<file path="src/design/aea_pkg.sv">
// Shared types and constants for the array element address block.
// No dependencies.
package aea_pkg;

    localparam int unsigned AEA_DIMS_LIMIT = 3;
    localparam int unsigned AEA_IDX_W      = 8;

    localparam logic [AEA_IDX_W-1:0] REG_DIMS  = 8'd0;
    localparam logic [AEA_IDX_W-1:0] REG_ESIZE = 8'd1;
    localparam logic [AEA_IDX_W-1:0] REG_LO1   = 8'd2;
    localparam logic [AEA_IDX_W-1:0] REG_UP1   = 8'd3;
    localparam logic [AEA_IDX_W-1:0] REG_LO2   = 8'd4;
    localparam logic [AEA_IDX_W-1:0] REG_UP2   = 8'd5;
    localparam logic [AEA_IDX_W-1:0] REG_LO3   = 8'd6;
    localparam logic [AEA_IDX_W-1:0] REG_UP3   = 8'd7;

    localparam logic [1:0]  DIMS_RESET  = 2'd1;
    localparam logic [7:0]  ESIZE_RESET = 8'd8;

    typedef logic [AEA_DIMS_LIMIT-1:0][31:0] t_word_vec;

    typedef struct packed {
        logic [31:0]        base_address;
        logic [3:0]         subscript_count;
        logic signed [31:0] subscript_1;
        logic signed [31:0] subscript_2;
        logic signed [31:0] subscript_3;
    } t_aea_item;

    typedef struct packed {
        logic [31:0] elem_addr;
        logic        dims_mismatch;
    } t_aea_result;

    typedef struct packed {
        logic [1:0] dims;
        logic [7:0] esize;
        t_word_vec  lo;
        t_word_vec  len;
    } t_aea_cfg;

    typedef struct packed {
        logic        mismatch;
        logic [31:0] base;
        logic [31:0] acc;
        t_word_vec   diff;
    } t_aea_lane;

endpackage

</file>
<file path="src/design/aea_cfg.sv">
// Descriptor registers: dimension count, element size, bounds and lengths.
// Depends on aea_pkg.
module aea_cfg (
    input  logic                           i_clk,
    input  logic                           i_rst_n,
    input  logic                           i_cfg_valid,
    output logic                           o_cfg_ready,
    input  logic [aea_pkg::AEA_IDX_W-1:0]  i_cfg_index,
    input  logic [31:0]                    i_cfg_data,
    output aea_pkg::t_aea_cfg              o_cfg
);

    logic [1:0]         r_dims,  n_dims;
    logic [7:0]         r_esize, n_esize;
    aea_pkg::t_word_vec r_lo,    n_lo;
    aea_pkg::t_word_vec r_up,    n_up;
    aea_pkg::t_word_vec r_len,   n_len;

    always_comb begin
        n_dims  = r_dims;
        n_esize = r_esize;
        n_lo    = r_lo;
        n_up    = r_up;
        if (i_cfg_valid) begin
            case (i_cfg_index)
                aea_pkg::REG_DIMS:  n_dims  = i_cfg_data[1:0];
                aea_pkg::REG_ESIZE: n_esize = i_cfg_data[7:0];
                aea_pkg::REG_LO1:   n_lo[0] = i_cfg_data;
                aea_pkg::REG_UP1:   n_up[0] = i_cfg_data;
                aea_pkg::REG_LO2:   n_lo[1] = i_cfg_data;
                aea_pkg::REG_UP2:   n_up[1] = i_cfg_data;
                aea_pkg::REG_LO3:   n_lo[2] = i_cfg_data;
                aea_pkg::REG_UP3:   n_up[2] = i_cfg_data;
                default: ;
            endcase
        end
        for (int d = 0; d < aea_pkg::AEA_DIMS_LIMIT; d++) begin
            n_len[d] = n_up[d] - n_lo[d] + 32'd1;
        end
    end

    always_ff @(posedge i_clk) begin
        if (!i_rst_n) begin
            r_dims  <= aea_pkg::DIMS_RESET;
            r_esize <= aea_pkg::ESIZE_RESET;
            r_lo    <= '0;
            r_up    <= '0;
            for (int d = 0; d < aea_pkg::AEA_DIMS_LIMIT; d++) begin
                r_len[d] <= 32'd1;
            end
        end else begin
            r_dims  <= n_dims;
            r_esize <= n_esize;
            r_lo    <= n_lo;
            r_up    <= n_up;
            r_len   <= n_len;
        end
    end

    assign o_cfg_ready = 1'b1;
    assign o_cfg.dims  = r_dims;
    assign o_cfg.esize = r_esize;
    assign o_cfg.lo    = r_lo;
    assign o_cfg.len   = r_len;

endmodule

</file>
<file path="src/design/aea_cell.sv">
// One Horner cell: multiply the running offset by a dimension length, add a subscript.
// Depends on aea_pkg.
module aea_cell #(
    parameter int DIM = 1
) (
    input  logic               i_clk,
    input  logic               i_rst_n,
    input  logic [1:0]         i_dims,
    input  logic [31:0]        i_len,
    input  logic               i_valid,
    input  aea_pkg::t_aea_lane i_lane,
    output logic               o_valid,
    output aea_pkg::t_aea_lane o_lane
);

    logic               r_valid;
    aea_pkg::t_aea_lane r_lane, n_lane;

    always_comb begin
        n_lane = i_lane;
        if (i_dims > 2'(DIM)) begin
            n_lane.acc = 32'(i_lane.acc * i_len) + i_lane.diff[DIM];
        end
    end

    always_ff @(posedge i_clk) begin
        if (!i_rst_n) begin
            r_valid <= 1'b0;
        end else begin
            r_valid <= i_valid;
        end
    end

    always_ff @(posedge i_clk) begin
        r_lane <= n_lane;
    end

    assign o_valid = r_valid;
    assign o_lane  = r_lane;

endmodule

</file>
<file path="src/design/aea_scale.sv">
// Output cell: scale the offset by the element size, add the base, mask the address.
// Depends on aea_pkg.
module aea_scale #(
    parameter int ADDR_WIDTH = 32
) (
    input  logic                 i_clk,
    input  logic                 i_rst_n,
    input  logic [7:0]           i_esize,
    input  logic                 i_valid,
    input  aea_pkg::t_aea_lane   i_lane,
    output logic                 o_valid,
    output aea_pkg::t_aea_result o_result
);

    localparam logic [31:0] ADDR_MASK = (ADDR_WIDTH >= 32) ? 32'hFFFF_FFFF :
                                        32'((64'd1 << ADDR_WIDTH) - 64'd1);

    logic                 r_valid;
    aea_pkg::t_aea_result r_result, n_result;

    always_comb begin
        n_result.dims_mismatch = i_lane.mismatch;
        n_result.elem_addr     = '0;
        if (!i_lane.mismatch) begin
            n_result.elem_addr =
                (i_lane.base + 32'(i_lane.acc * {24'd0, i_esize})) & ADDR_MASK;
        end
    end

    always_ff @(posedge i_clk) begin
        if (!i_rst_n) begin
            r_valid <= 1'b0;
        end else begin
            r_valid <= i_valid;
        end
    end

    always_ff @(posedge i_clk) begin
        r_result <= n_result;
    end

    assign o_valid  = r_valid;
    assign o_result = r_result;

endmodule

</file>
<file path="src/design/array_element_address.sv">
// Row-major array element address generator.
// Pipeline from start to o_valid: one entry cell, MAX_DIMS - 1 Horner cells,
// one scaling cell, each registered.
// Throughput one word per cycle; busy stays low and results cannot be held off.
// Synchronous active-low reset clears valid flags and loads descriptor defaults.
// Depends on aea_pkg, aea_cfg, aea_cell and aea_scale.
module array_element_address #(
    parameter int MAX_DIMS   = 3,
    parameter int ADDR_WIDTH = 32
) (
    input  logic                          i_clk,
    input  logic                          i_rst_n,
    input  logic                          start,
    output logic                          busy,
    input  aea_pkg::t_aea_item            i_item,
    output logic                          o_valid,
    output aea_pkg::t_aea_result          o_result,
    input  logic                          i_cfg_valid,
    output logic                          o_cfg_ready,
    input  logic [aea_pkg::AEA_IDX_W-1:0] i_cfg_index,
    input  logic [31:0]                   i_cfg_data
);

    aea_pkg::t_aea_cfg  w_cfg;
    aea_pkg::t_aea_lane w_lane [MAX_DIMS];
    logic [MAX_DIMS-1:0] w_valid;

    logic               r_valid;
    aea_pkg::t_aea_lane r_lane, n_lane;
    logic               w_bad_dims;

    aea_cfg u_cfg (
        .i_clk       (i_clk),
        .i_rst_n     (i_rst_n),
        .i_cfg_valid (i_cfg_valid),
        .o_cfg_ready (o_cfg_ready),
        .i_cfg_index (i_cfg_index),
        .i_cfg_data  (i_cfg_data),
        .o_cfg       (w_cfg)
    );

    assign busy       = 1'b0;
    assign w_bad_dims = (w_cfg.dims == 2'd0) || (32'(w_cfg.dims) > 32'(MAX_DIMS));

    always_comb begin
        n_lane.base     = i_item.base_address;
        n_lane.mismatch = w_bad_dims || (i_item.subscript_count != {2'd0, w_cfg.dims});
        n_lane.diff[0]  = i_item.subscript_1 - w_cfg.lo[0];
        n_lane.diff[1]  = i_item.subscript_2 - w_cfg.lo[1];
        n_lane.diff[2]  = i_item.subscript_3 - w_cfg.lo[2];
        n_lane.acc      = n_lane.diff[0];
    end

    always_ff @(posedge i_clk) begin
        if (!i_rst_n) begin
            r_valid <= 1'b0;
        end else begin
            r_valid <= start && !busy;
        end
    end

    always_ff @(posedge i_clk) begin
        r_lane <= n_lane;
    end

    assign w_valid[0] = r_valid;
    assign w_lane[0]  = r_lane;

    for (genvar g = 1; g < MAX_DIMS; g++) begin : g_cell
        aea_cell #(
            .DIM (g)
        ) u_cell (
            .i_clk   (i_clk),
            .i_rst_n (i_rst_n),
            .i_dims  (w_cfg.dims),
            .i_len   (w_cfg.len[g]),
            .i_valid (w_valid[g-1]),
            .i_lane  (w_lane[g-1]),
            .o_valid (w_valid[g]),
            .o_lane  (w_lane[g])
        );
    end

    aea_scale #(
        .ADDR_WIDTH (ADDR_WIDTH)
    ) u_scale (
        .i_clk    (i_clk),
        .i_rst_n  (i_rst_n),
        .i_esize  (w_cfg.esize),
        .i_valid  (w_valid[MAX_DIMS-1]),
        .i_lane   (w_lane[MAX_DIMS-1]),
        .o_valid  (o_valid),
        .o_result (o_result)
    );

endmodule

</file>
<file path="config.mk">
export PLATFORM = sky130hd
export DESIGN_NAME = array_element_address
export DESIGN_NICKNAME = d
export VERILOG_FILES = /design/src/design/aea_pkg.sv /design/src/design/aea_cfg.sv /design/src/design/aea_cell.sv /design/src/design/aea_scale.sv /design/src/design/array_element_address.sv
export SDC_FILE = /design/constraint.sdc
export NUM_CORES = 2
export LEC_CHECK = 0
export BUFFER_PORTS_ARGS = -buffer_cell sky130_fd_sc_hd__buf_2
export CORE_MARGIN = 2
export CORE_UTILIZATION = 55
export CTS_CLUSTER_DIAMETER = 200
export DETAILED_ROUTE_END_ITERATION = 8
export PLACE_DENSITY = 0.72
export SKIP_LAST_GASP = 1
export SLEW_MARGIN = 25
export SYNTH_ARGS = -nofsm -noshare
export SYNTH_HDL_FRONTEND = slang
export SYNTH_HIERARCHICAL = 1
export SYNTH_SLANG_ARGS = --single-unit
</file>
<file path="constraint.sdc">
create_clock -name i_clk -period 8.9 [get_ports i_clk]
set_input_delay 1.78 -clock i_clk [delete_from_list [all_inputs] [get_ports i_clk]]
set_output_delay 1.78 -clock i_clk [all_outputs]
set_load 0.03 [all_outputs]
</file>
==> metrics <==
clock transition at the registers of the reported paths=70 ps; Post-CTS Setup Inserts=0; IR drop worst, VDD=183 uV; vias per cell=5.52; placed standard-cell area=68900 sq um; most frequent standard cell in the layout excluding fill and tap cells=inv_1; count of fill cells added during filler insertion=approximately 10000; worst relative slew slack=24.0%; Hold-fix buffers, CTS=0; First DRT Iteration DRCs=3650; number of cell rows=about 130; total of max-cap violations=0; synthesis-to-finish area growth=7.27%; met1 routed wirelength after detailed routing=78.2 mm; number of hold violations in the final report=0; largest fanout on the critical path=30; nature of the critical path endpoint=flop; Max Freq=0.127 GHz; number of clock sinks=562; Die Height=352 um; post-cts resize count=0; Tightest Pin Transition=1140 ps; Post-route DRC=0; total via count in the routed design=49466; Core Box Area=120000 sq um; number of H-tree levels=3; Lkg Pwr=34.5 nW; type of the worst setup path=flop to flop; remaining global-route overflow=0; pin count of the biggest net entering global routing=75; GR Util All Layers=31.5%; total power density per cell area=170 nW/um^2; topmost layer with routed signal wires=met5; Buffers on Ports=209; worst endpoint required time=9400 ps; met2 wirelength from detailed routing=85.3 mm; maximum root-to-sink buffer count=3; worst setup slack after layout=1030 ps; type of the most critical hold path=flop to flop; detailed-placement wirelength estimate=154 mm; Sequential cell area=11300 sq um; TritonCTS clock tree=yes; worst setup slack for register-to-register paths=a little over 1000 ps; layout cell share with drive strength beyond 1=under 10%; width of the die=352 um; multi-input combinational cell area=48900 sq um; count of final setup violators=0; number of top-level pins=between 200 and 250; TritonCTS buffer count=67; cell family with most CP delay=adder cells; wire length of the first global-routing pass=296 mm; final critical path time including I/O delays and setup=7870 ps; final-report max-slew violation count=0; worst endpoint data arrival time=8380 ps; count of synthesis-stage warnings from yosys=6; Final #Nets=9032; Clock Tree Root=clkbuf_16; die area=124000 sq um; Post-Layout Inst Area=71300 sq um; via count of the first global-routing pass=51358; Mean Syn Cell Area=about 9.2 sq um; final setup TNS=0 ps; amount of wire on met3 after detailed routing=~15 mm; Post-Synthesis Cells=7244; cell area after technology mapping=66400 sq um; worst setup slack before clock tree synthesis=1090 ps; status=finished clean; Total Wirelength=between 150 and 200 mm; insertion delay to the later sink of the worst-skew pair=670 ps; remaining antenna violation count after routing=0; Post-Syn Nets=8991; largest clock skew in the final design=approximately 37 ps; wire length per cell=21.2 um; detailed-routing iteration count for the pre-antenna-repair pass=5; Most Frequent Cell on Critical Path=fa_1; global placement routability congestion=0.982; setup repair after global routing missed its margin=no; fin crit share=88.5%; maximum cell stage delay along the critical path=1020 ps; Critical Path Slowest Stage Cell=dfxtp_1; ordered cell list for the critical path=and2_1, fa_1, fa_1, fa_1, inv_1, fa_1, inv_1, fa_1, fa_1, fa_1, inv_1, fa_1, inv_1, ha_1, a211oi_1, o211ai_1, o211ai_1, or4b_4, a311oi_2, a21oi_1, xnor2_1, a21oi_1; most used cells in the layout excluding fill and tap cells=1373 x inv_1, 1067 x fa_1, 868 x and2_1; final standard cell utilization of the core=between 50 and 60%; number of antenna violations at the first check in global routing=6; sum of buffers and inverters on the critical path=4; Critical Path Source Type=flop; Initial Utilization=55.5%
-- stage by stage --
stage | hold WS [ps] | total power (W) | cells
3_5_place_dp | 312 | 0.00907 | 8828
2_1_floorplan | 310 | 0.00724 | 7244
5_1_grt | 328 | 0.0130 | 8951
3_3_place_gp | 311 | 0.00897 | 8828
6_report | 321 | 0.0121 | 8954
4_1_cts | 325 | 0.0121 | 8950
-- power by group --
group          switching, W  internal, W  leakage [nW]
combinational       0.00360      0.00250          28.7
sequential         0.000350      0.00267          4.65
clock               0.00121      0.00175          1.15
total               0.00516      0.00693          34.5
-- per-layer routing --
metal / GRT usage (%) / vias up
li1: - / 22386
met1: 41.9 / 24574
met2: 49.4 / 2075
met3: 5.47 / 429
met4: 16.5 / 2
met5: 0 / -
-- final timing paths --
check | from | end | cells past startpoint
setup / recovery | u_cfg/o_cfg[34] | g_cell[1].u_cell/o_lane[126] | 22
hold / removal | r_lane[81] | g_cell[1].u_cell/o_lane[81] | 0
setup reg to reg | u_cfg/o_cfg[34] | g_cell[1].u_cell/o_lane[126] | 22
hold reg to reg | r_lane[81] | g_cell[1].u_cell/o_lane[81] | 0
-- sequential cells by signal, indices dropped and copies added (netlist names) --
| register | cells |
|---|---|
| r_lane | 129 |
| r_valid | 1 |
| u_cfg/r_esize | 8 |
| u_cfg/r_up | 64 |
| u_cfg/o_cfg | 160 |
| g_cell.u_cell/o_lane | 162 |
| u_cfg/r_dims | 2 |
| u_scale/o_valid | 1 |
| u_scale/o_result | 33 |
| g_cell.u_cell/o_valid | 2 |
-- area by class of cell --
type / count / share of cell area [%]
Antenna cell: 4 / 0.0140
Timing Repair Buffer: 279 / 2.20
Clock inverter: 36 / 0.746
Sequential cell: 562 / 15.8
Clock buffer: 86 / 2.58
Tap cell: 1612 / 2.83
Inverter: 1374 / 7.24
Multi-Input combinational cell: 5001 / 68.6
No activity file was read; power rests on OpenSTA's default activity.
